`config.mk`:
```
export PLATFORM = sky130hd
export DESIGN_NAME = ctf_ctrl
export DESIGN_NICKNAME = d
export VERILOG_FILES = /design/src/sv/ctf_pkg.sv /design/src/sv/ctf_ctrl.sv
export SDC_FILE = /design/constraint.sdc
export NUM_CORES = 1
export LEC_CHECK = 0
export BUFFER_PORTS_ARGS = -buffer_cell sky130_fd_sc_hd__buf_2
export CAP_MARGIN = 10
export CORE_AREA = 8 8 45 47
export CTS_CLUSTER_SIZE = 28
export DETAILED_ROUTE_END_ITERATION = 6
export DIE_AREA = 0 0 53 55
export GPL_TIMING_DRIVEN = 1
export PLACE_DENSITY_LB_ADDON = 0.12
export SYNTH_ARGS = -nofsm -noshare
export SYNTH_HDL_FRONTEND = slang
export SYNTH_SLANG_ARGS = --single-unit
```
`constraint.sdc`:
```
create_clock -name i_clk -period 1.2 [get_ports i_clk]
set_clock_uncertainty 0.05 [all_clocks]
set_input_delay 0.18 -clock i_clk [delete_from_list [all_inputs] [get_ports i_clk]]
set_output_delay 0.18 -clock i_clk [all_outputs]
set_load 0.05 [all_outputs]
```
`src/sv/ctf_pkg.sv`:
```
`timescale 1ns / 1ps
// ----------------------------------------------------------------------------
// ctf_pkg
// Shared types and constants for the column tracer ridge follower.
// ----------------------------------------------------------------------------
package ctf_pkg;

    // register map, index = paddr / 4
    localparam logic [2:0] REG_HEIGHT   = 3'd0;
    localparam logic [2:0] REG_DISTANCE = 3'd1;
    localparam logic [2:0] REG_SPACING  = 3'd2;
    localparam logic [2:0] REG_COUNT    = 3'd3;
    localparam logic [2:0] REG_MODE     = 3'd4;

    // register reset values
    localparam logic [10:0] CFG_RST_HEIGHT   = 11'd1024;
    localparam logic [9:0]  CFG_RST_DISTANCE = 10'd8;
    localparam logic [10:0] CFG_RST_SPACING  = 11'd16;
    localparam logic [6:0]  CFG_RST_COUNT    = 7'd64;
    localparam logic        CFG_RST_MODE     = 1'b0;

    localparam int unsigned ROW_MAX = 1023;

    typedef struct packed {
        logic [10:0] height;
        logic [9:0]  distance;
        logic [10:0] spacing;
        logic [6:0]  count;
        logic        mode;
    } t_cfg;

    // controller -> datapath
    typedef struct packed {
        logic pix_wr;     // store accepted pixel, advance row count
        logic idx_clr;
        logic idx_inc;
        logic place_wr;   // write initial layout row for tracer idx
        logic place_rst;  // layout from reset register values
        logic top_rd;     // tracer row ready: fetch upper pixel
        logic bot_rd;     // fetch lower pixel, hold upper
        logic calc;       // decide move, write back, load result
    } t_cmd;

    // datapath -> controller
    typedef struct packed {
        logic col_end;    // current pixel closes the column
        logic idx_last;   // idx is the last active tracer
        logic out_free;   // result register can take a beat
    } t_sts;

endpackage

```
`src/sv/ctf_ctrl.sv`:
```
`timescale 1ns / 1ps
// ----------------------------------------------------------------------------
// ctf_ctrl
// Sequencer: reset layout sweep, pixel intake, re-layout, tracer pass.
// ----------------------------------------------------------------------------
module ctf_ctrl (
    input  logic               i_clk,
    input  logic               i_rst_n,
    input  logic               i_in_valid,
    input  logic               i_first_column,
    input  logic               i_cfg_wr,
    input  ctf_pkg::t_sts      i_sts,
    output ctf_pkg::t_cmd      o_cmd,
    output logic               o_in_stall
);
    import ctf_pkg::*;

    typedef enum logic [2:0] {
        S_INIT,
        S_IDLE,
        S_PLACE,
        S_TRD,
        S_TTOP,
        S_TBOT,
        S_TCALC
    } t_state;

    t_state r_state;
    t_state n_state;
    logic   r_placed;   // layout already written for the current registers
    logic   n_placed;
    logic   r_pend;     // pass owed after the layout sweep
    logic   n_pend;
    logic   r_in_stall;
    t_cmd   cmd;

    always_comb begin
        cmd      = '0;
        n_state  = r_state;
        n_placed = r_placed;
        n_pend   = r_pend;
        case (r_state)
            S_INIT: begin
                cmd.place_wr  = 1'b1;
                cmd.place_rst = 1'b1;
                if (i_sts.idx_last) begin
                    cmd.idx_clr = 1'b1;
                    n_state     = S_IDLE;
                end else begin
                    cmd.idx_inc = 1'b1;
                end
            end
            S_IDLE: begin
                if (i_in_valid) begin
                    cmd.pix_wr = 1'b1;
                    if (i_first_column && !r_placed) begin
                        n_state = S_PLACE;
                        n_pend  = i_sts.col_end;
                    end else if (i_sts.col_end) begin
                        n_state = S_TRD;
                    end
                end
            end
            S_PLACE: begin
                cmd.place_wr = 1'b1;
                if (i_sts.idx_last) begin
                    cmd.idx_clr = 1'b1;
                    n_placed    = 1'b1;
                    n_state     = r_pend ? S_TRD : S_IDLE;
                end else begin
                    cmd.idx_inc = 1'b1;
                end
            end
            S_TRD: begin
                n_state = S_TTOP;
            end
            S_TTOP: begin
                cmd.top_rd = 1'b1;
                n_state    = S_TBOT;
            end
            S_TBOT: begin
                cmd.bot_rd = 1'b1;
                n_state    = S_TCALC;
            end
            S_TCALC: begin
                if (i_sts.out_free) begin
                    cmd.calc = 1'b1;
                    if (i_sts.idx_last) begin
                        cmd.idx_clr = 1'b1;
                        n_placed    = 1'b0;
                        n_state     = S_IDLE;
                    end else begin
                        cmd.idx_inc = 1'b1;
                        n_state     = S_TRD;
                    end
                end
            end
            default: begin
                n_state = S_IDLE;
            end
        endcase
        if (i_cfg_wr) begin
            n_placed = 1'b0;
        end
    end

    always_ff @(posedge i_clk) begin
        if (!i_rst_n) begin
            r_state    <= S_INIT;
            r_placed   <= 1'b0;
            r_pend     <= 1'b0;
            r_in_stall <= 1'b1;
        end else begin
            r_state    <= n_state;
            r_placed   <= n_placed;
            r_pend     <= n_pend;
            r_in_stall <= (n_state != S_IDLE);
        end
    end

    assign o_cmd      = cmd;
    assign o_in_stall = r_in_stall;

    a_take_idle: assert property (@(posedge i_clk) disable iff (!i_rst_n)
        !r_in_stall |-> (r_state == S_IDLE))
        else $error("input open outside idle");

    a_pass_done: assert property (@(posedge i_clk) disable iff (!i_rst_n)
        (r_state == S_TCALC && i_sts.out_free && i_sts.idx_last)
            |=> (r_state == S_IDLE && !r_placed))
        else $error("pass end did not return to idle");

    a_one_action: assert property (@(posedge i_clk) disable iff (!i_rst_n)
        $onehot0({cmd.pix_wr, cmd.place_wr, cmd.top_rd, cmd.bot_rd, cmd.calc}))
        else $error("conflicting datapath commands");

endmodule

```
Yosys cells after proc, flatten, opt, wreduce, memory -nomap -nowiden
Index checks and enable logic that the tools add are counted.
{"block": "word_totals", "out_inout_bits": 9, "regBits": 6, "wordCells": 48}
{"block": "classes", "reduce_logical": 8, "n_mux": 25, "n_eq_ne": 10, "bitwise_logic": 1}
{"op": "case mux 3 bit (7 select lines)", "count": 1}
{"op": "two-way mux 3 bit", "count": 6}
{"op": "two-way mux 1 bit", "count": 13}
{"op": "== test 3 bit (second input constant)", "count": 3}
{"op": "== test 3 x 2 -> 1 bit (second input constant)", "count": 2}
{"op": "two-way mux 2 bit", "count": 3}
{"op": "inequality test 2 bit (second input constant)", "count": 3}
{"op": "case mux 2 bit (2 select lines)", "count": 1}
{"op": "AND reduction 4 bit", "count": 1}
{"op": "OR reduction 2 bit", "count": 2}
{"op": "== test 3 x 1 -> 1 bit (second input constant)", "count": 1}
{"op": "zero test 3 bit", "count": 1}
{"op": "inequality test 3 x 1 -> 1 bit (second input constant)", "count": 1}
{"op": "AND reduction 3 bit", "count": 1}
{"op": "case mux 1 bit (2 select lines)", "count": 1}
{"op": "nonzero test 2 bit", "count": 1}
{"op": "logical AND 1 bit", "count": 1}
{"op": "zero test 1 bit", "count": 1}
{"op": "NOT 1 bit", "count": 1}

Depth between registers and ports, before layout
Gate-level depths: netlist of run 1.
{"block": "logic_depth", "word_depth": 6, "ltp_mapped": 5}

Least setup slack after synthesis of run 1
No wires, ideal clock.
{"block": "synth_path", "kind": "reg2out", "from": "register r_state[0]", "to": "output o_cmd[3] in the netlist's numbering", "arrival_time_ns": 1.585, "slack_ns": -0.615, "path_stages_with_launch": 3, "cell_sequence": "dfxtp_1 buf_2 nor3_1"}
{"item": "from (decl)", "line_no": "ctf_ctrl.sv:28", "rtl": "t_state r_state;"}
{"item": "from (signal assigned)", "line_no": "ctf_ctrl.sv:114", "rtl": "r_state <= n_state;"}
{"item": "to (decl)", "line_no": "ctf_ctrl.sv:13", "rtl": "output ctf_pkg::t_cmd o_cmd,"}

==> impl_metrics.toml, run 1 <==
[outcome]
violations = "setup timing"
status = "finished with violations"

[sta]
tightest_slew_ns = 0.249
setup_viol = 9
rsz0062_at_grt = "yes"
slew_violations = 0
hold-worst-slack_ns = 0.108
hold_viol_final = 0
slew_headroom_pct = 83.5
setup_ws_ns = -0.253
post-route-period-util_pct = 121
fin_crit_ns = 1.45
max_freq_mhz = 688

[power]
power_uw = 1670
p_per_area_nw_per_um2 = 2000
peakVddDrop_mv = 0.848
leakage_uw = 0.000349

[synth]
postSynthCellCount = 57
synth_ff_type = "dfxtp_1"
synthTopCellsByCount = "a21oi_1 (9), nor2_1 (8), nand2_1 (7), dfxtp_1 (6), nor2b_1 (4)"
synth_area_um2 = 394
syn_nets = 65
synth_area_leader_cell = "dfxtp_1"
ys_ff_latch = 6
netlist_top_cells_area = "dfxtp_1 (30%), a21oi_1 (11%), nor2_1 (7.6%), nand2_1 (6.7%), nor2b_1 (6.3%)"
syn_avg_cell_area_um2 = 6.91
postSynth.asyncResetShare_pct = 0
ys_seq_area_share_pct = 30.5
yosysMostFrequentCell = "a21oi_1"
synth_edf_count = 0
yosys_warnings = 0
synth_cell_types = 22
synth.top_cell.area_share_pct = 30.5

[floorplanning]
die_y_um = 55
start_util_pct = 28.5
die_w_um = 53
core_area_um2 = 1380
io_pins = 17
fp-row-count = 14
dieArea_um2 = 2920

[min_path]
hp-class = "in2reg"

[finish]
fin_cells = 111
nFillCells = 143
n_antenna_cell = 0
seq_area_um2 = 129
finalNetCount = 104
area_growth_syn_to_layout_pct = 111
layout-drive-gt1-share_pct = 63.2
stdcell_area_um2 = 833
multi_input_area_um2 = 342

[global_routing]
antenna_found_initial = 0
grtUsageTotal_pct = 9.90
grt_pass1_vias = 548
grt_max_degree = 8
grt.overflow.total = 0
grt_pass1_wl_mm = 2.17

[setup_path]
cp.required_ns = 0.97
cp_data_arrival_time_ns = 1.22
critPathMaxFanout = 7
start_kind = "register"
crit_type = "reg2out"
crit_path_end_kind = "output pin"

[routing]
dr_total_vias = 542
first_pass_iters = 4
routed_wl_mm = 1.35
drtIter0Drc = 6
avgViaCountPerCell = 4.88
routedWlPerCell_um = 12.1
drc = 0
postRouteAntennaNets = 0

[clocking]
clkTransAtPathRegs_ns = 0.06
cts_tree = "built"
clock_path_buffers = 2
numCtsBuffers = 3
ctsHoldBuffers = 0
cts_max_level = 1
worstSkewPairLatency_ns = 0.25
cts_root_buf = "clkbuf_4"
cts_sinks = 6

[place]
dpl.hpwl_mm = 1.02
io_buffers = 16
gp_congestion = 0.761
dp_slack_ns = -0.177
place_inst = 104
dpl-instance-area_um2 = 674

[job]
cap_viol_max_count = 0
-- flip-flops by register name (all words and copies together), names as in the netlist --
signal and count:
r_state 3, o_in_stall 1, r_pend 1, r_placed 1
-- final timing paths --
check                                   to  cells past startpoint  slack [ns]       start
worst min-delay path              r_placed                      3        0.11    i_cfg_wr
worst min register to register    r_placed                      2        0.43    r_placed
worst max-delay path              o_cmd[5]                      4       -0.25  r_state[0]
worst max register to register  o_in_stall                      4       -0.18  r_state[0]
-- cell usage in the layout (no fill, tap or decap), types with 2 or more instances in the layout --
cell | synthesis | routed
nor2_1 | 8 | 2
buf_2 | 2 | 8
buf_8 | 0 | 2
nand2_1 | 7 | 5
nor2_2 | 0 | 3
buf_4 | 0 | 15
o21ai_0 | 3 | 2
buf_6 | 0 | 11
nor2b_1 | 4 | 3
clkbuf_4 | 0 | 3
a21oi_1 | 9 | 7
dfxtp_1 | 6 | 3
a21oi_2 | 0 | 2
dfxtp_4 | 0 | 2
nor2_4 | 0 | 3
nand2b_4 | 0 | 2
-- worst max-delay path, cell delays in order (launching register included) --
cell and delay, ns:
dfxtp_2 0.34, or2_1 0.23, buf_4 0.14, a21oi_2 0.11, buf_6 0.17
-- cell type report --
class,count,share of cell area (%)
Clock buffer,4,3.15
Inverter,2,1.20
Multi-Input combinational cell,47,41.0
Sequential cell,6,15.5
Tap cell,16,2.40
Timing Repair Buffer,36,36.8
-- timing repair --
item	CTS	global route
endpoints found under the setup margin	10	13
setup buffers	3	0
resized for setup	30	5
pin swaps	1	2
-- report_power, final --
group          internal (µW)  leakage, µW  switching, µW
Combinational            511     0.000283            640
Sequential               252    0.0000509           54.6
Clock                    127    0.0000150           84.6
Total                    889     0.000349            779
-- stage by stage --
stage	utilization (%)	setup TNS [ns]
after global placement	48.7	-0.642
after global routing	60.2	-1.87
after CTS	58.8	-1.51
final	60.2	-1.42
after detailed placement	48.7	-0.706
after floorplan	-	-0.511
-- cells by family (layout without fill, tap and decap cells) --
| kind of cell | count (synthesis) | count (layout) | share of synthesized area [%] |
|---|---|---|---|
| compound gates | 19 | 19 | 29.5 |
| buf+inv | 4 | 42 | 4.44 |
| flops | 6 | 6 | 30.5 |
| simple gates | 28 | 28 | 35.6 |
-- metal layers --
| metal | vias up | track usage, % | wire length (µm) | part of all wire [%] |
|---|---|---|---|---|
| li1 | 278 | - | - | - |
| met1 | 251 | 8.98 | 517 | 38 |
| met2 | 11 | 19.7 | 742 | 55 |
| met3 | 2 | 2.41 | 72 | 5.3 |
| met4 | 0 | 5.17 | 14 | 1.0 |
| met5 | - | 0 | 0 | 0 |
Power figures use the tool's default switching activity.
==> run 2: changes to the inputs <==
Settings changed: ABC_AREA from default to 1, SLEW_MARGIN from default to 5.
==> run 2 against run 1 <==
  * The run still ends with setup timing left
  * Final area fell by 3.5%
  * Largest power group unchanged
  * Clock power fell by 13%
  * Count of clock-buffer cells in the layout fell by 1
  * Synthesized cell count rose by 14%
  * Maximum frequency rose by 5.9%
  * Critical path depth rose by 2
  * Die area did not move
==> impl_metrics.toml, run 2 <==
[power]
leakage_uw = 0.000393
power_uw = 927
p_per_area_nw_per_um2 = 1150
peakVddDrop_mv = 0.545

[clocking]
worstSkewPairLatency_ns = 0.24
clock_path_buffers = 2
cts_sinks = 6
clkTransAtPathRegs_ns = 0.04
cts_max_level = 1
ctsHoldBuffers = 0
cts_tree = "built"
numCtsBuffers = 3
cts_root_buf = "clkbuf_4"

[sta]
slew_headroom_pct = 83.4
hold-worst-slack_ns = 0.0466
tightest_slew_ns = 0.251
setup_ws_ns = -0.172
slew_violations = 0
post-route-period-util_pct = 114
fin_crit_ns = 1.37
rsz0062_at_grt = "yes"
hold_viol_final = 0
setup_viol = 9
max_freq_mhz = 729
tns_ns = -1.05

[synth]
syn_nets = 73
synthTopCellsByCount = "nand2_1 (12), inv_1 (8), nand3_1 (8), nor2_1 (7), dfxtp_1 (6)"
synthSimpleGateAreaFrac_pct = 46.5
ys_seq_area_share_pct = 29.2
synth.top_cell.area_share_pct = 29.2
synthMuxAreaShare_pct = 0
postSynth.asyncResetShare_pct = 0
synth_xor_area_share_pct = 0
postSynthCellCount = 65
synthAdderAreaFrac_pct = 0
synth_top_family_by_area = "simple AND/OR/NAND/NOR gates"
yosys_warnings = 0
yosysMostFrequentCell = "nand2_1"
synth_area_leader_cell = "dfxtp_1"
ys_ff_latch = 6
syn_avg_cell_area_um2 = 6.33
synth_ff_type = "dfxtp_1"
synth_cell_types = 19
synth_area_um2 = 412
synth_edf_count = 0
synth-compound-area-share_pct = 8.21
netlist_top_cells_area = "dfxtp_1 (29%), nand2_1 (11%), nand3_1 (9.7%), inv_1 (7.3%), nor2_1 (6.4%)"

[job]
cap_viol_max_count = 0

[floorplanning]
io_pins = 17
fp-row-count = 14
die_y_um = 55
dieArea_um2 = 2920
die_w_um = 53
start_util_pct = 29.7
core_area_um2 = 1380

[routing]
first_pass_iters = 2
dr_total_vias = 523
routed_wl_mm = 1.23
drc = 0
routedWlPerCell_um = 10.6
avgViaCountPerCell = 4.51
postRouteAntennaNets = 0
drtIter0Drc = 2

[finish]
layout_commonest_cell = "buf_4"
regMostFlops = "r_state"
layout-drive-gt1-share_pct = 65.0
area_growth_syn_to_layout_pct = 95.4
nFillCells = 135
largest_reg_flops = 3
mostFrequentLayoutCells = "buf_4 (13), buf_2 (9), nand3_1 (8), nand2_1 (8), buf_6 (8)"
finalNetCount = 110
n_antenna_cell = 0

[setup_path]
crit_type = "reg2out"
critPathMaxFanout = 3
start_kind = "register"
crit_path_end_kind = "output pin"
cp_data_arrival_time_ns = 1.14
cp.required_ns = 0.97

[outcome]
violations = "setup timing"
status = "finished with violations"

[min_path]
hp-class = "in2reg"

[place]
dpl.hpwl_um = 961
gp_congestion = 0.713
io_buffers = 16
dp_slack_ns = -0.0880

[global_routing]
grt.overflow.total = 0
antenna_found_initial = 0
grt_pass1_vias = 523
grt_pass1_wl_mm = 2.05
grt_max_degree = 6
grtUsageTotal_pct = 9.47
-- run 2: kinds of logic after synthesis --
| kind of cell | Yosys count |
|---|---|
| and+or+nand+nor | 38 |
| AOI/OAI and AO/OA | 6 |
| buffers and inverters | 15 |
| DFF | 6 |
-- run 2: critical path, stage by stage (launching register included) --
cell	delay [ns]
dfxtp_2	0.33
inv_2	0.05
buf_6	0.12
nor2_4	0.11
inv_2	0.06
nor2_4	0.09
buf_8	0.15
-- run 2: path summary, 6_finish.rpt --
path | startpoint | endpoint | slack [ns] | cells past startpoint
min reg2reg | r_pend | r_pend | 0.44 | 2
max | r_state[0] | o_cmd[7] | -0.17 | 6
max reg2reg | r_state[2] | o_in_stall | -0.01 | 8
min | i_cfg_wr | r_placed | 0.05 | 2
-- run 2: final cells by class --
type	count	area, µm²	share of cell area (%)
Sequential cell	6	126	15.7
Tap cell	16	20.0	2.49
Inverter	14	57.6	7.15
Multi-Input combinational cell	44	300	37.3
Clock buffer	3	22.5	2.80
Timing Repair Buffer	33	278	34.5
-- run 2: per-stage QoR --
stage	instances	cell area, µm²	util, %
2_1_floorplan	65	470	-
3_3_place_gp	107	642	46.4
3_5_place_dp	107	642	46.4
4_1_cts	116	787	56.9
5_1_grt	116	805	58.1
6_report	116	805	58.1
-- run 2: routing by layer --
metal  track usage [%]  part of all wire, %
met5                 0                    0
met4              5.17                  1.1
met3              3.21                  7.6
met2              16.2                   49
met1              10.1                   42
-- run 2: what timing repair did --
action,in CTS,in global routing
gates cloned,0,0
pin swaps,5,6
setup buffers,6,1
resized for setup,25,5
setup endpoints to repair,9,10
-- run 2: report_power, final --
part	internal (µW)	switching (µW)	total [µW]	leakage (µW)
logic	208	301	509	0.000328
clock network	113	71.2	184	0.0000138
registers	220	14.2	234	0.0000506
==> run 3: changes to the inputs <==
Settings changed: SKIP_LAST_GASP from default to 1.
==> run 3 against run 2 <==
  * The flow still finishes with violations (setup timing)
  * Non-clock buffer count is the same
  * Via count is the same
  * Utilization is the same
  * Global-route usage shrank 0.16 points
  * Hold slack is the same
  * Combinational power is essentially flat
  * Final area is the same
  * Sequential power is essentially flat
  * Clock power is essentially flat
  * Die area is the same
  * Sequential share of layout area is the same
  * Maximum frequency is the same
==> impl_metrics.toml, run 3 (synthesized netlist as in run 2, its figures left out) <==
[clocking]
clock_path_buffers = 2
cts_sinks = 6
cts_root_buf = "clkbuf_4"
cts_tree = "built"
ctsHoldBuffers = 0
numCtsBuffers = 3
worstSkewPairLatency_ns = 0.24
cts_max_level = 1
clkTransAtPathRegs_ns = 0.04

[place]
dpl-instance-area_um2 = 642
place_inst = 107
dpl.hpwl_um = 961
io_buffers = 16
gp_congestion = 0.713

[setup_path]
cp.required_ns = 0.97
cp_data_arrival_time_ns = 1.14
crit_path_end_kind = "output pin"
crit_type = "reg2out"
critPathMaxFanout = 3
start_kind = "register"

[routing]
drc = 0
routedWlPerCell_um = 10.6
drtIter0Drc = 2
first_pass_iters = 2
routed_wl_mm = 1.23
postRouteAntennaNets = 0
avgViaCountPerCell = 4.51
dr_total_vias = 523

[finish]
finalNetCount = 110
fin_cells = 116
regMostFlops = "r_state"
n_antenna_cell = 0
nFillCells = 135
largest_reg_flops = 3
layout-drive-gt1-share_pct = 65.0
layout_commonest_cell = "buf_4"
area_growth_syn_to_layout_pct = 95.4
fin_util_pct = 58.1
mostFrequentLayoutCells = "buf_4 (13), buf_2 (9), nand3_1 (8), nand2_1 (8), buf_6 (8)"
stdcell_area_um2 = 805

[sta]
max_freq_mhz = 729
rsz0062_at_grt = "yes"
fin_crit_ns = 1.37
post-route-period-util_pct = 114
tightest_slew_ns = 0.251
setup_viol = 9
slew_violations = 0
hold_viol_final = 0
slew_headroom_pct = 83.4
setup_ws_ns = -0.172

[power]
p_per_area_nw_per_um2 = 1150
peakVddDrop_mv = 0.545
leakage_uw = 0.000393

[global_routing]
grt_pass1_wl_mm = 2.01
grt_max_degree = 6
grt_pass1_vias = 515
antenna_found_initial = 0
grtUsageTotal_pct = 9.31
grt.overflow.total = 0

[floorplanning]
fp-row-count = 14
io_pins = 17
die_w_um = 53
die_y_um = 55
core_area_um2 = 1380
dieArea_um2 = 2920
start_util_pct = 29.7

[outcome]
violations = "setup timing"
status = "finished with violations"

[min_path]
hp-class = "in2reg"

[job]
cap_viol_max_count = 0
run 3: cell counts in the layout (fill, tap and decap cells not counted):
No cell type changed its count.
run 3: report_power, final:
part	switching [µW]	internal, µW
Sequential	14.2	220
Combinational	301	208
Clock	71.2	113
Total	386	541
run 3: per-layer routing:
| metal | routed length [µm] | GRT usage (%) | vias up | part of all wire [%] |
|---|---|---|---|---|
| met3 | 94 | 3.21 | 2 | 7.6 |
| met5 | 0 | 0 | - | 0 |
| met2 | 609 | 15.6 | 13 | 49 |
| met4 | 14 | 5.17 | 0 | 1.1 |
| met1 | 515 | 10.1 | 235 | 42 |
| li1 | - | - | 273 | - |
run 3: path summary, 6_finish.rpt:
kind | to | cells past startpoint | from | slack (ns)
max | o_cmd[7] | 6 | r_state[0] | -0.17
min | r_placed | 2 | i_cfg_wr | 0.05
max reg2reg | o_in_stall | 8 | r_state[2] | -0.01
min reg2reg | r_pend | 2 | r_pend | 0.44
run 3: area by class of cell:
| type | count | area, µm² | share of cell area, % |
|---|---|---|---|
| Multi-Input combinational cell | 44 | 300 | 37.3 |
| Tap cell | 16 | 20.0 | 2.49 |
| Timing Repair Buffer | 33 | 278 | 34.5 |
| Inverter | 14 | 57.6 | 7.15 |
| Clock buffer | 3 | 22.5 | 2.80 |
| Sequential cell | 6 | 126 | 15.7 |
run 3: through the flow:
step | hold WS [ns] | TNS, ns | setup WS (ns) | total power, µW
floorplan | 0.200 | -0.460 | -0.304 | 537
global placement | 0.298 | -0.482 | -0.105 | 651
detailed placement | 0.300 | -0.306 | -0.0880 | 651
CTS | 0.0396 | -1.19 | -0.184 | 927
global route | 0.0377 | -1.72 | -0.236 | 984
finish | 0.0466 | -1.05 | -0.172 | 927
run 3: timing repair:
action                                  4_1_cts  5_1_grt
endpoints found under the setup margin        9       10
resized for setup                            24        6
buffers inserted                              6        1
pin swaps                                     5        6
run 3: worst max-delay path, cell delays in order, from the launching register on:
cell and delay, ns:
dfxtp_2 0.33, inv_2 0.05, buf_6 0.12, nor2_4 0.11, inv_2 0.06, nor2_4 0.09
buf_8 0.15
