[config.mk]
export PLATFORM = sky130hd
export DESIGN_NAME = ctf_regs
export DESIGN_NICKNAME = d
export VERILOG_FILES = /design/src/sv/ctf_pkg.sv /design/src/sv/ctf_regs.sv
export SDC_FILE = /design/constraint.sdc
export NUM_CORES = 1
export LEC_CHECK = 0
export ABC_AREA = 1
export BUFFER_PORTS_ARGS = -buffer_cell sky130_fd_sc_hd__buf_2
export CAP_MARGIN = 20
export CORE_AREA = 2 2 73 75
export DETAILED_ROUTE_END_ITERATION = 16
export DIE_AREA = 0 0 75 77
export GPL_ROUTABILITY_DRIVEN = 1
export HOLD_SLACK_MARGIN = 0.1
export PLACE_DENSITY_LB_ADDON = 0.08
export REMOVE_ABC_BUFFERS = 1
export SYNTH_ARGS = -nofsm -noshare
export SYNTH_HDL_FRONTEND = slang
export SYNTH_SLANG_ARGS = --single-unit
[constraint.sdc]
create_clock -name i_clk -period 1.15 [get_ports i_clk]
set_input_delay 0.1725 -clock i_clk [delete_from_list [all_inputs] [get_ports i_clk]]
set_output_delay 0.1725 -clock i_clk [all_outputs]
set_load 0.01 [all_outputs]
[src/sv/ctf_pkg.sv]
`timescale 1ns / 1ps
// ----------------------------------------------------------------------------
// ctf_pkg
// Shared types and constants for the column tracer ridge follower.
// ----------------------------------------------------------------------------
package ctf_pkg;

    // register map, index = paddr / 4
    localparam logic [2:0] REG_HEIGHT   = 3'd0;
    localparam logic [2:0] REG_DISTANCE = 3'd1;
    localparam logic [2:0] REG_SPACING  = 3'd2;
    localparam logic [2:0] REG_COUNT    = 3'd3;
    localparam logic [2:0] REG_MODE     = 3'd4;

    // register reset values
    localparam logic [10:0] CFG_RST_HEIGHT   = 11'd1024;
    localparam logic [9:0]  CFG_RST_DISTANCE = 10'd8;
    localparam logic [10:0] CFG_RST_SPACING  = 11'd16;
    localparam logic [6:0]  CFG_RST_COUNT    = 7'd64;
    localparam logic        CFG_RST_MODE     = 1'b0;

    localparam int unsigned ROW_MAX = 1023;

    typedef struct packed {
        logic [10:0] height;
        logic [9:0]  distance;
        logic [10:0] spacing;
        logic [6:0]  count;
        logic        mode;
    } t_cfg;

    // controller -> datapath
    typedef struct packed {
        logic pix_wr;     // store accepted pixel, advance row count
        logic idx_clr;
        logic idx_inc;
        logic place_wr;   // write initial layout row for tracer idx
        logic place_rst;  // layout from reset register values
        logic top_rd;     // tracer row ready: fetch upper pixel
        logic bot_rd;     // fetch lower pixel, hold upper
        logic calc;       // decide move, write back, load result
    } t_cmd;

    // datapath -> controller
    typedef struct packed {
        logic col_end;    // current pixel closes the column
        logic idx_last;   // idx is the last active tracer
        logic out_free;   // result register can take a beat
    } t_sts;

endpackage

[src/sv/ctf_regs.sv]
`timescale 1ns / 1ps
// ----------------------------------------------------------------------------
// ctf_regs
// APB register file for the tracer configuration.
// ----------------------------------------------------------------------------
module ctf_regs (
    input  logic               i_clk,
    input  logic               i_rst_n,
    input  logic               psel,
    input  logic               penable,
    input  logic               pwrite,
    input  logic [4:0]         paddr,
    input  logic [31:0]        pwdata,
    output logic [31:0]        prdata,
    output logic               pready,
    output ctf_pkg::t_cfg      o_cfg,
    output logic               o_cfg_wr
);
    import ctf_pkg::*;

    t_cfg       r_cfg;
    logic       wr_en;
    logic [2:0] reg_idx;

    assign reg_idx = paddr[4:2];
    assign pready  = 1'b1;
    assign wr_en   = psel & penable & pwrite & pready;

    always_ff @(posedge i_clk) begin
        if (!i_rst_n) begin
            r_cfg.height   <= CFG_RST_HEIGHT;
            r_cfg.distance <= CFG_RST_DISTANCE;
            r_cfg.spacing  <= CFG_RST_SPACING;
            r_cfg.count    <= CFG_RST_COUNT;
            r_cfg.mode     <= CFG_RST_MODE;
        end else if (wr_en) begin
            case (reg_idx)
                REG_HEIGHT:   r_cfg.height   <= pwdata[10:0];
                REG_DISTANCE: r_cfg.distance <= pwdata[9:0];
                REG_SPACING:  r_cfg.spacing  <= pwdata[10:0];
                REG_COUNT:    r_cfg.count    <= pwdata[6:0];
                REG_MODE:     r_cfg.mode     <= pwdata[0];
                default:      ;
            endcase
        end
    end

    always_comb begin
        case (reg_idx)
            REG_HEIGHT:   prdata = {21'd0, r_cfg.height};
            REG_DISTANCE: prdata = {22'd0, r_cfg.distance};
            REG_SPACING:  prdata = {21'd0, r_cfg.spacing};
            REG_COUNT:    prdata = {25'd0, r_cfg.count};
            REG_MODE:     prdata = {31'd0, r_cfg.mode};
            default:      prdata = 32'd0;
        endcase
    end

    assign o_cfg    = r_cfg;
    assign o_cfg_wr = wr_en;

endmodule

* Word level (Yosys, flattened, before mapping)
Index checks and enable logic that the tools add are counted.
** Word-level totals
- Bits in registers :: 40
- Bits in latches :: 0
- RAM bits :: 0
- ROM bits :: 0
- Input bits :: 42
- Word-level logic and storage cells :: 18
- Memories :: 0
** Operators by class
- $add $sub $neg :: 0
- Multiply operators :: 0
- Div/mod/pow operators :: 0
- $lt $le $gt $ge :: 0
- Eq/ne operators :: 4
- Shift-type cells :: 0
- Mux-type cells :: 1
- Bitwise logic cells :: 2
- Reduce and logical (&&, ||, !) cells :: 6
** Operators by type and width (number)
- one-hot mux 11 bit (5 select lines) :: 1
- AND reduction 2 bit :: 5
- equality test 3 x 2 -> 1 bit (second input constant) :: 2
- equality test 3 x 1 -> 1 bit (second input constant) :: 1
- equality test 3 bit (second input constant) :: 1
- logical NOT 3 bit :: 1
- AND 1 bit :: 2

* Longest topological paths before layout
Gate-level depths: netlist (run 1).
- Depth in word-level cells :: 3
- Gate-level depth with buffers :: 8
- Depth with buffers taken out :: 7

* Worst setup path after synthesis (run 1)
Ideal clock, no wire load.
- Path kind :: input-to-output
- From :: input paddr[4]
- To :: output prdata[0]
- Arrival :: 0.853 ns
- Slack :: 0.125 ns
- Cell stages on the path :: 8
- Path buffers :: 1
- Path through :: inv_2 > nand2_1 > nor2_1 > buf_2 > nand2_1 > nand2_1 > inv_1 > nand2_1
** On the way
- Word-level cells in the longest chain between the ends :: 2
** RTL lines
- start: declaration :: RTL line ctf_regs.sv:12 : input logic [4:0] paddr,
- equality test 3 bit (tied with other cells) :: RTL line ctf_regs.sv:49 : case (reg_idx)
- one-hot mux 11 bit (5 select lines) * :: RTL line ctf_regs.sv:49
- end: declaration :: RTL line ctf_regs.sv:14 : output logic [31:0] prdata,
Mark *: on every way between the ends. The rest lies on a longest branch, timed or not.

* Worst setup path after layout (run 1)
- From :: input paddr[4]
- To :: output prdata[8]
The elaborated chain is that of the path after synthesis.

==> reports/results.tsv, run 1 <==
stage	metric	value	unit
critical_path	CP Max Fanout	7	
clock_network	insertion delay of the later-clocked pin in the worst-skew pair	0.30	ns
critical_path	crit path capture type	primary output	
routing	DRC viols	0	
timing	final clock skew	0	ns
critical_path	classification of the worst setup path	input port to primary output	
outcome	result of the run	finished with violations	
global_routing	antenna violations before repair	0	
critical_path	Worst R2R Start	o_cfg[1]	
run	Max-cap violations	0	
synthesis	post-synthesis sequential area ratio	36.4	%
finish	Filler Cell Count	483	
placed_design	number of input and output port buffers inserted	70	
synthesis	Synth Area in XOR/XNOR	0	%
timing	Final WS setup	-0.0836	ns
synthesis	area fraction in compound gates after synthesis	1.14	%
hold_path	worst min-delay path category	input port to flop	
clock_network	cell chosen for the clock root	clkbuf_8	
synthesis	library cell occupying the most area in the post-synthesis netlist	dfxtp_1	
timing	endpoints failing hold	0	
routing	Detail Route Antenna Nets	0	
global_routing	total track usage	23.1	%
floorplan	width of the die	75	microns
floorplan	height of the die	77	microns
finish	ANT cells	0	
hold_path	count of cells along the worst hold path	3	
floorplan	top-level I/O count	116	
finish	commonest cells after routing, fill and taps aside	nand2_1, nor2_1, buf_2	
clock_network	CTS H-tree lvls	2	
synthesis	cell types occupying the most area after synthesis	dfxtp_1, nand2_1, nor2_1	
timing	final hold slack	0.108	ns
synthesis	Syn Area/Cell	6.32	sq um
critical_path	slack of the worst reg-to-reg path	0.46	ns
synthesis	Post-Syn Instances	348	
floorplan	Floorplan Core Area	0.00498	sq mm
timing	clock period minus final worst setup slack	1.23	ns
floorplan	area enclosed by the die boundary	0.00578	sq mm
synthesis	FF+latch count, synth	40	
synthesis	multiplexer share of the synthesized area	0	%
synthesis	largest family of logic cells by synthesized area	simple AND/OR/NAND/NOR gates	
routing	drt via density	4.51	
finish	Layout Utilization	64.0	%
critical_path	Reg2Reg Depth	3	
timing	number of setup violations in the final report	10	
timing	Tcrit/Tclk final	107	%
routing	per-cell routed wire length	12.3	microns
finish	ratio of cells with drive above 1 in the final layout	35.6	%
routing	First DRT Iteration DRCs	121	
clock_network	maximum clock insertion buffer count	2	
finish	flip-flop count of the largest register after layout	40	
power	pwr dens	909	mW/mm^2
finish	most frequent standard cell in the layout excluding fill and tap cells	nand2_1	
timing	max-slew violation count	0	
synthesis	Syn. warnings	0	
synthesis	number of distinct library cells after synthesis	20	
synthesis	fraction of synthesized cell area taken by the top area cell type	36.4	%
hold_path	Endpoint, Worst Hold	o_cfg[39]	
clock_network	clock tree from TritonCTS	yes	
routing	DRT Pass-1 Iters	4	
routing	DR vias	2395	
critical_path	category of the worst setup path launch point	input port	
floorplan	starting density of the core	44.2	%
finish	Final Net Count	502	
clock_network	clk slew on worst S/H paths	0.08	ns
placed_design	post-detailed-placement half-perimeter wirelength	4020	microns
finish	register cell area after layout	806	sq um
synthesis	post-synthesis share of cell area spent on full adders, half adders and majority gates	0	%
synthesis	synthesized-area fraction occupied by and/or/nand/nor cells	44.3	%
global_routing	largest net degree at the start of global routing	41	
clock_network	CTS buffer count	5	
hold_path	Min-Delay Startpoint	pwdata[10]	
critical_path	capturing point of the worst reg2reg path	o_cfg[1]	
floorplan	number of placement rows	26	
finish	Syn-to-layout area delta	44.9	%
timing	maximum clock frequency	811	MHz
global_routing	total overflow reported by the global router	0	
global_routing	via count of the first global-routing pass	2096	
power	standby leakage power	1.71	nW
routing	Routed WL	6540	microns
power	peak supply drop	0.837	mV
finish	area taken by multi-input logic gates	0.00119	sq mm
synthesis	area of the mapped netlist	0.00220	sq mm
global_routing	wire length of the first global-routing pass	10200	microns
critical_path	critical path data arrival time	1.06	ns
outcome	violated checks	setup timing	
timing	RSZ-0062 raised after global routing	yes	
clock_network	clock net sink count	40	
critical_path	data required time at the worst endpoint	0.98	ns
placed_design	final RePlAce weighted congestion	0.848	
==> worst max-delay path, stage by stage <==
cell      delay, ns
buf_8          0.11
clkinv_8       0.06
nand2_4        0.05
nor2_4         0.17
buf_12         0.16
buf_6          0.11
nand2_1        0.04
nand3_1        0.06
buf_2          0.13
==> worst max-delay path by stage <==
stage                        start   endpoint  cells past startpoint
after floorplan           paddr[4]  prdata[0]                      7
after global placement    paddr[3]  prdata[6]                      9
after detailed placement  paddr[4]  prdata[6]                      9
after CTS                 paddr[3]  prdata[5]                     11
after global routing      paddr[4]  prdata[0]                     10
final                     paddr[4]  prdata[8]                      9
==> synth_stat cells (all sizes together) <==
library cell and instances:
nand3 40, nor2 82, inv 30, clkbuf 2, o21ai 4, buf 35, nand2 110, a21oi 1
nand4 2, dfxtp 40, conb 2
==> layer usage <==
layer  GRT usage [%]  wire [microns]  vias up  part of all wire, %
met4            6.25              64        0                 0.98
li1                -               -     1236                    -
met2            37.6            3130       82                   48
met1            29.9            2930     1069                   45
met3            5.78             416        8                  6.4
met5               0               0        -                    0
==> through the flow <==
stage          setup TNS (ns)  setup slack [ns]  cell area (sq um)  std cells  total power [mW]
2_1_floorplan           -6.68            -0.289               2000        331              1.63
3_3_place_gp            -2.78            -0.181               2710        499              1.82
3_5_place_dp            -3.39            -0.167               2710        499              1.82
4_1_cts                -0.746            -0.106               3090        529              2.88
5_1_grt                 -1.18            -0.124               3190        531              3.01
6_report               -0.632           -0.0836               3190        531              2.90
==> cell type report <==
cell class	count	area share, %
Clock buffer	8	2.83
Inverter	30	4.24
Multi-Input combinational cell	262	37.4
Sequential cell	40	25.3
Tap cell	70	2.75
Timing Repair Buffer	121	27.5
==> power by group <==
group	switching, mW	total [mW]	internal [mW]	leakage, nW
combinational	0.283	0.498	0.215	1.34
clock	0.491	0.981	0.490	0.0455
sequential	0.0141	1.42	1.40	0.325
total	0.788	2.90	2.11	1.71
==> kinds of logic (layout without fill, tap and decap cells) <==
logic type,Yosys count,after routing
and+or+nand+nor,234,235
buffers and inverters,67,159
DFF,40,40
AOI/OAI and AO/OA,5,5
other,2,22
==> what timing repair did <==
action / in CTS / in global routing
buffers inserted: 19 / 5
pin swaps: 15 / 20
endpoints found under the hold margin: 1 / 0
hold buffers: 1 / 0
setup endpoints to repair: 11 / 13
resized for setup: 25 / 35
cloned: 3 / 1
Note: power is estimated with default switching activity, not from simulation.
==> run 2, diff against run 1 <==
--- a/config.mk
+++ b/config.mk
@@ -14,7 +14,7 @@
 export GPL_ROUTABILITY_DRIVEN = 1
 export HOLD_SLACK_MARGIN = 0.1
 export PLACE_DENSITY_LB_ADDON = 0.08
-export REMOVE_ABC_BUFFERS = 1
 export SYNTH_ARGS = -nofsm -noshare
 export SYNTH_HDL_FRONTEND = slang
 export SYNTH_SLANG_ARGS = --single-unit
+export TNS_END_PERCENT = 10
==> constraint.sdc (replaced) <==
create_clock -name i_clk -period 1.3 [get_ports i_clk]
set_input_delay 0.195 -clock i_clk [delete_from_list [all_inputs] [get_ports i_clk]]
set_output_delay 0.195 -clock i_clk [all_outputs]
set_load 0.01 [all_outputs]
==> run 2 against run 1 <==
  * The run now ends clean
  * First-iteration DRC count up 47%
  * Utilization is 5.8 points lower
  * Design area decreased by 9.0%
  * Clock-buffer cell count down 1
  * Power is 14% lower
  * Register-to-register slack improved by 0.14 ns
  * Global-route usage fell by 1.9 points
  * Flip-flop and latch count stayed put
  * Cell count shrank 4.7%
  * Clock power down 10%
  * Critical path type unchanged
  * Critical endpoint is now prdata[5]
  * Largest cell class unchanged
==> reports/results.tsv, run 2 (synthesis gave the netlist of run 1 again) <==
stage	metric	value	unit	change
timing	Tcrit/Tclk final	97.0	%	
timing	final hold slack	0.130	ns	was 0.108 ns
floorplan	height of the die	77	microns	unchanged
critical_path	classification of the worst setup path	input port to primary output		unchanged
finish	Filler Cell Count	542		was 483
timing	maximum clock frequency	793	MHz	
critical_path	most used cell along the critical path	nand2_1		
critical_path	data required time at the worst endpoint	1.11	ns	was 0.98 ns
finish	ANT cells	0		unchanged
finish	commonest cells after routing, fill and taps aside	nand2_1, nor2_1, buf_2		unchanged
routing	drt via density	4.43		was 4.51
finish	ratio of cells with drive above 1 in the final layout	27.8	%	was 35.6%
power	standby leakage power	1.55	nW	was 1.71 nW
global_routing	wire length of the first global-routing pass	9320	microns	was 10200 microns
power	switching power share of the total	27.3	%	was 27.2%
critical_path	crit path max-delay cell type	nor2_4		unchanged
global_routing	total track usage	21.2	%	was 23.1%
finish	Syn-to-layout area delta	31.8	%	was 44.9%
timing	RSZ-0062 raised after global routing	yes		unchanged
power	portion of total power attributed to sequential cells	50.0	%	was 48.9%
floorplan	top-level I/O count	116		unchanged
critical_path	crit-path cells	buf_6 -> inv_8 -> nand2_8 -> nor2_4 -> buf_12 -> nand2_1 -> nand2_1 -> inv_1 -> nand2_1 -> buf_2		was buf_8 -> clkinv_8 -> nand2_4 -> nor2_4 -> buf_12 -> buf_6 -> nand2_1 -> nand3_1 -> buf_2
timing	clock period minus final worst setup slack	1.26	ns	
floorplan	width of the die	75	microns	unchanged
clock_network	CTS H-tree lvls	2		unchanged
routing	per-cell routed wire length	12.0	microns	was 12.3 microns
finish	flip-flop count of the largest register after layout	40		unchanged
clock_network	clk slew on worst S/H paths	0.08	ns	about the same
routing	DRC viols	0		unchanged
power	design internal power	1.82	mW	was 2.11 mW
timing	max-slew violation count	0		unchanged
clock_network	clock net sink count	40		unchanged
placed_design	final RePlAce weighted congestion	0.810		was 0.848
global_routing	via count of the first global-routing pass	1866		was 2096
power	combinational cell fraction of total power	14.9	%	was 17.2%
global_routing	antenna violations before repair	0		unchanged
routing	DR vias	2240		was 2395
floorplan	starting density of the core	44.2	%	unchanged
routing	Detail Route Antenna Nets	0		unchanged
routing	DRT Pass-1 Iters	5		was 4
critical_path	crit path capture type	primary output		unchanged
power	switching power	683	uW	was 788 uW
floorplan	number of placement rows	26		unchanged
hold_path	Min-Delay Startpoint	pwdata[10]		unchanged
critical_path	delay of the slowest critical-path stage	0.16	ns	was 0.17 ns
power	clock power share	35.1	%	was 33.9%
timing	endpoints failing hold	0		unchanged
finish	Final Net Count	477		was 502
critical_path	critical path data arrival time	1.07	ns	was 1.06 ns
power	pwr dens	863	mW/mm^2	was 909 mW/mm^2
timing	final clock skew	0	ns	unchanged
routing	Routed WL	6050	microns	was 6540 microns
hold_path	worst min-delay path category	input port to flop		unchanged
floorplan	Floorplan Core Area	0.00498	sq mm	unchanged
global_routing	total overflow reported by the global router	0		unchanged
global_routing	largest net degree at the start of global routing	41		unchanged
clock_network	maximum clock insertion buffer count	2		unchanged
clock_network	CTS buffer count	5		unchanged
finish	most frequent standard cell in the layout excluding fill and tap cells	nand2_1		unchanged
critical_path	Worst R2R Start	o_cfg[1]		unchanged
finish	Layout Utilization	58.2	%	was 64.0%
power	peak supply drop	0.626	mV	was 0.837 mV
clock_network	clock tree from TritonCTS	yes		unchanged
clock_network	insertion delay of the later-clocked pin in the worst-skew pair	0.29	ns	was 0.30 ns
clock_network	cell chosen for the clock root	clkbuf_8		unchanged
placed_design	post-detailed-placement half-perimeter wirelength	3930	microns	was 4020 microns
run	Max-cap violations	0		unchanged
outcome	result of the run	finished clean		was finished with violations
floorplan	area enclosed by the die boundary	0.00578	sq mm	unchanged
critical_path	category of the worst setup path launch point	input port		unchanged
critical_path	CP Max Fanout	5		was 7
timing	number of setup violations in the final report	0		was 10
placed_design	number of input and output port buffers inserted	70		unchanged
routing	First DRT Iteration DRCs	178		was 121
critical_path	source of the critical timing path	paddr[4]		unchanged
critical_path	critical path's top delay family	buffers and inverters		unchanged
critical_path	Crit path buffers/inverters	5		unchanged
run 2: changes by cell type in the layout (fill, tap and decap cells not counted), moves of 3 or more:
cell     previous run  this run
buf_12              6         3
buf_4              39        19
nand2_1            92       106
nand2_2            14         2
buf_2              65        68
run 2: layout make-up:
type                       count  area (sq um)  share of cell area (%)
multi-input combinational    261          1130                    38.9
sequential                    40           803                    27.7
timing repair buffer          97           657                    22.7
inverter                      30           128                    4.40
tap                           70          87.6                    3.02
clock buffer                   7          86.3                    2.98
clock inverter                 1          7.51                   0.259
run 2: final timing paths:
kind / end / slack, ns / cells past startpoint
max: prdata[5] / 0.04 / 10
min: o_cfg[39] / 0.13 / 3
max reg2reg: o_cfg[1] / 0.60 / 3
min reg2reg: o_cfg[0] / 0.50 / 2
run 2: worst min-delay path: stages:
cell     delay (ns)
buf_2          0.09
nand2_1        0.05
nand3_1        0.06
run 2: what timing repair did:
action / CTS / global route
setup buffers: 3 / 1
pin swaps: 2 / 12
hold buffers: 0 / 0
setup endpoints to repair: 7 / 8
endpoints found under the hold margin: 0 / 0
gates cloned: 2 / 1
resized for setup: 10 / 18
run 2: per-stage QoR:
step	instances	setup slack, ns	setup TNS (ns)	total power [mW]	instance area [sq um]
after floorplan	368	0.230	0	1.52	2270
after global placement	491	-0.0630	-0.235	1.60	2620
after detailed placement	491	-0.0630	-0.252	1.60	2620
after CTS	504	0.00175	0	2.50	2810
after global routing	506	-0.0133	-0.0449	2.62	2900
final	506	0.0395	0	2.50	2900
run 2: power groups by stage:
stage | logic [mW] | clock network, mW | registers, mW
after floorplan | 0.235 | 0 | 1.29
after global placement | 0.315 | 0 | 1.28
after detailed placement | 0.316 | 0 | 1.28
after CTS | 0.347 | 0.897 | 1.25
after global routing | 0.412 | 0.956 | 1.25
final | 0.373 | 0.878 | 1.25
run 2: routing by layer:
metal  track usage (%)  wire, microns  vias to the layer above
li1                  -              -                     1187
met1              28.0           2850                      984
met2              35.2           2890                       65
met3              4.34            278                        4
met4              4.82             33                        0
met5                 0              0                        -
==> run 3, diff against run 2 <==
--- a/config.mk
+++ b/config.mk
@@ -12,6 +12,7 @@
 export DETAILED_ROUTE_END_ITERATION = 16
 export DIE_AREA = 0 0 75 77
 export GPL_ROUTABILITY_DRIVEN = 1
+export GPL_TIMING_DRIVEN = 0
 export HOLD_SLACK_MARGIN = 0.1
 export PLACE_DENSITY_LB_ADDON = 0.08
 export SYNTH_ARGS = -nofsm -noshare
==> run 3 against run 2 <==
  * Global-route usage grew 2.5 points
  * Sequential power is essentially flat
  * Cell count grew 4.0%
  * Register-to-register slack gained 0.07 ns
  * Routed wire length grew 8.6%
  * Setup slack gained 0.0040 ns
==> reports/results.tsv, run 3 (synthesis gave the netlist of run 1 again) <==
stage	metric	value	unit	change
placed_design	number of input and output port buffers inserted	69		was 70
critical_path	most used cell along the critical path	nand2_1		unchanged
floorplan	top-level I/O count	116		unchanged
clock_network	CTS buffer count	5		unchanged
routing	Routed WL	6570	microns	was 6050 microns
power	clock power share	34.8	%	was 35.1%
placed_design	post-placement cell area	0.00271	sq mm	was 0.00262 sq mm
floorplan	starting density of the core	44.2	%	unchanged
floorplan	number of placement rows	26		unchanged
timing	setup TNS	0	ns	unchanged
power	portion of total power attributed to sequential cells	49.1	%	was 50.0%
floorplan	Floorplan Core Area	0.00498	sq mm	unchanged
timing	RSZ-0062 raised after global routing	yes		unchanged
routing	First DRT Iteration DRCs	112		was 178
placed_design	final RePlAce weighted congestion	0.788		was 0.810
clock_network	insertion delay of the later-clocked pin in the worst-skew pair	0.29	ns	about the same
finish	Finished Cell Area	0.00301	sq mm	was 0.00290 sq mm
global_routing	largest net degree at the start of global routing	13		was 41
clock_network	clk slew on worst S/H paths	0.08	ns	about the same
hold_path	Min-Delay Startpoint	pwdata[10]		unchanged
finish	commonest cells after routing, fill and taps aside	nand2_1, nor2_1, buf_2		unchanged
finish	ratio of cells with drive above 1 in the final layout	32.2	%	was 27.8%
global_routing	total overflow reported by the global router	0		unchanged
timing	maximum clock frequency	796	MHz	was 793 MHz
timing	max-slew violation count	0		unchanged
critical_path	data required time at the worst endpoint	1.11	ns	about the same
timing	slew at the pin closest to its max-slew limit	0.574	ns	
finish	non-filler instance count after layout	526		was 506
finish	Layout Utilization	60.4	%	was 58.2%
timing	number of setup violations in the final report	0		unchanged
critical_path	delay of the slowest critical-path stage	0.35	ns	was 0.16 ns
finish	flip-flop count of the largest register after layout	40		unchanged
critical_path	CP Max Fanout	3		was 5
power	combinational cell fraction of total power	16.2	%	was 14.9%
power	switching power share of the total	27.7	%	was 27.3%
critical_path	Worst R2R Start	o_cfg[12]		was o_cfg[1]
hold_path	worst min-delay path category	input port to flop		unchanged
clock_network	CTS H-tree lvls	2		unchanged
critical_path	crit path capture type	primary output		unchanged
routing	DR vias	2376		was 2240
finish	Final Net Count	497		was 477
floorplan	width of the die	75	microns	unchanged
finish	Syn-to-layout area delta	36.7	%	was 31.8%
placed_design	number of instances in the placed design	507		was 491
critical_path	category of the worst setup path launch point	flop		was input port
routing	Detail Route Antenna Nets	0		unchanged
power	design internal power	1.84	mW	was 1.82 mW
power	pwr dens	849	mW/mm^2	was 863 mW/mm^2
placed_design	post-detailed-placement half-perimeter wirelength	4400	microns	was 3930 microns
clock_network	cell chosen for the clock root	clkbuf_8		unchanged
floorplan	area enclosed by the die boundary	0.00578	sq mm	unchanged
clock_network	clock tree from TritonCTS	yes		unchanged
critical_path	classification of the worst setup path	flop to primary output		was input port to primary output
critical_path	crit-path cells	nand4_1 -> nand2_1 -> nor2_2 -> nand2_1 -> buf_2		was buf_6 -> inv_8 -> nand2_8 -> nor2_4 -> buf_12 -> nand2_1 -> nand2_1 -> inv_1 -> nand2_1 -> buf_2
global_routing	wire length of the first global-routing pass	10400	microns	was 9320 microns
power	standby leakage power	1.63	nW	was 1.55 nW
timing	clock period minus final worst setup slack	1.26	ns	about the same
outcome	result of the run	finished clean		unchanged
power	peak supply drop	0.680	mV	was 0.626 mV
global_routing	total track usage	23.7	%	was 21.2%
routing	DRC viols	0		unchanged
finish	ANT cells	0		unchanged
power	sum of internal, switching and leakage power	2.55	mW	was 2.50 mW
timing	final clock skew	0	ns	unchanged
finish	Filler Cell Count	503		was 542
clock_network	maximum clock insertion buffer count	2		unchanged
critical_path	critical path data arrival time	1.06	ns	was 1.07 ns
timing	endpoints failing hold	0		unchanged
routing	DRT Pass-1 Iters	4		was 5
routing	drt via density	4.52		was 4.43
power	switching power	708	uW	was 683 uW
floorplan	height of the die	77	microns	unchanged
critical_path	crit path max-delay cell type	dfxtp_2		was nor2_4
clock_network	clock net sink count	40		unchanged
global_routing	antenna violations before repair	0		unchanged
routing	per-cell routed wire length	12.5	microns	was 12.0 microns
critical_path	source of the critical timing path	o_cfg[1]		was paddr[4]
run	Max-cap violations	0		unchanged
global_routing	via count of the first global-routing pass	2082		was 1866
timing	worst max-slew margin expressed relative to the limit	61.7	%	
timing	Tcrit/Tclk final	96.7	%	was 97.0%
finish	most frequent standard cell in the layout excluding fill and tap cells	nand2_1		unchanged
run 3: changes by cell type in the layout (fill, tap and decap cells not counted), sizes merged:
| cell | before | now |
|---|---|---|
| clkbuf | 8 | 9 |
| buf | 95 | 115 |
| inv | 30 | 29 |
| clkinv | 0 | 1 |
| bufbuf | 1 | 0 |
run 3: power by group through the flow:
stage	clock, mW	sequential, mW	combinational (mW)
2_1_floorplan	0	1.29	0.235
3_5_place_dp	0	1.28	0.350
3_3_place_gp	0	1.28	0.348
5_1_grt	0.955	1.25	0.456
4_1_cts	0.899	1.25	0.389
6_report	0.887	1.25	0.413
run 3: worst paths after layout:
| path | endpoint | slack (ns) | cells past startpoint |
|---|---|---|---|
| setup / recovery | prdata[0] | 0.04 | 5 |
| hold / removal | o_cfg[39] | 0.13 | 3 |
| setup reg to reg | o_cfg[12] | 0.67 | 2 |
| hold reg to reg | o_cfg[14] | 0.50 | 2 |
run 3: worst max-delay path, delay by kind of cell (launching register included):
kind	cells	cell delay, ns
flops	1	0.35
simple gates	4	0.29
buf+inv	1	0.13
run 3: what timing repair did:
item                       in CTS  in global routing
gates cloned                    2                  0
pin swaps                       3                  8
hold buffers                    0                  0
setup endpoints to repair      11                 12
gates resized for setup        20                 25
buffers inserted                8                  1
run 3: final cells by class:
| cell class | instances | area [sq um] | share of cell area, % |
|---|---|---|---|
| Multi-Input combinational cell | 261 | 1140 | 37.9 |
| Tap cell | 70 | 87.6 | 2.91 |
| Timing Repair Buffer | 80 | 464 | 15.4 |
| Buffer | 37 | 284 | 9.45 |
| Inverter | 30 | 135 | 4.50 |
| Sequential cell | 40 | 802 | 26.7 |
| Clock inverter | 1 | 7.51 | 0.250 |
| Clock buffer | 7 | 86.3 | 2.87 |
run 3: per-stage QoR:
step / setup WS [ns] / hold WS [ns]
detailed placement: -0.161 / 0.439
global route: -0.0271 / 0.131
floorplan: 0.230 / 0.321
CTS: 0.000206 / 0.132
global placement: -0.143 / 0.428
finish: 0.0435 / 0.130
run 3: layer usage:
layer / share of wire [%] / up-vias / track usage, %
met1: 42 / 1039 / 31.4
met2: 47 / 94 / 38.9
met3: 8.4 / 12 / 4.47
met4: 1.9 / 0 / 6.43
met5: 0 / - / 0
li1: - / 1231 / -
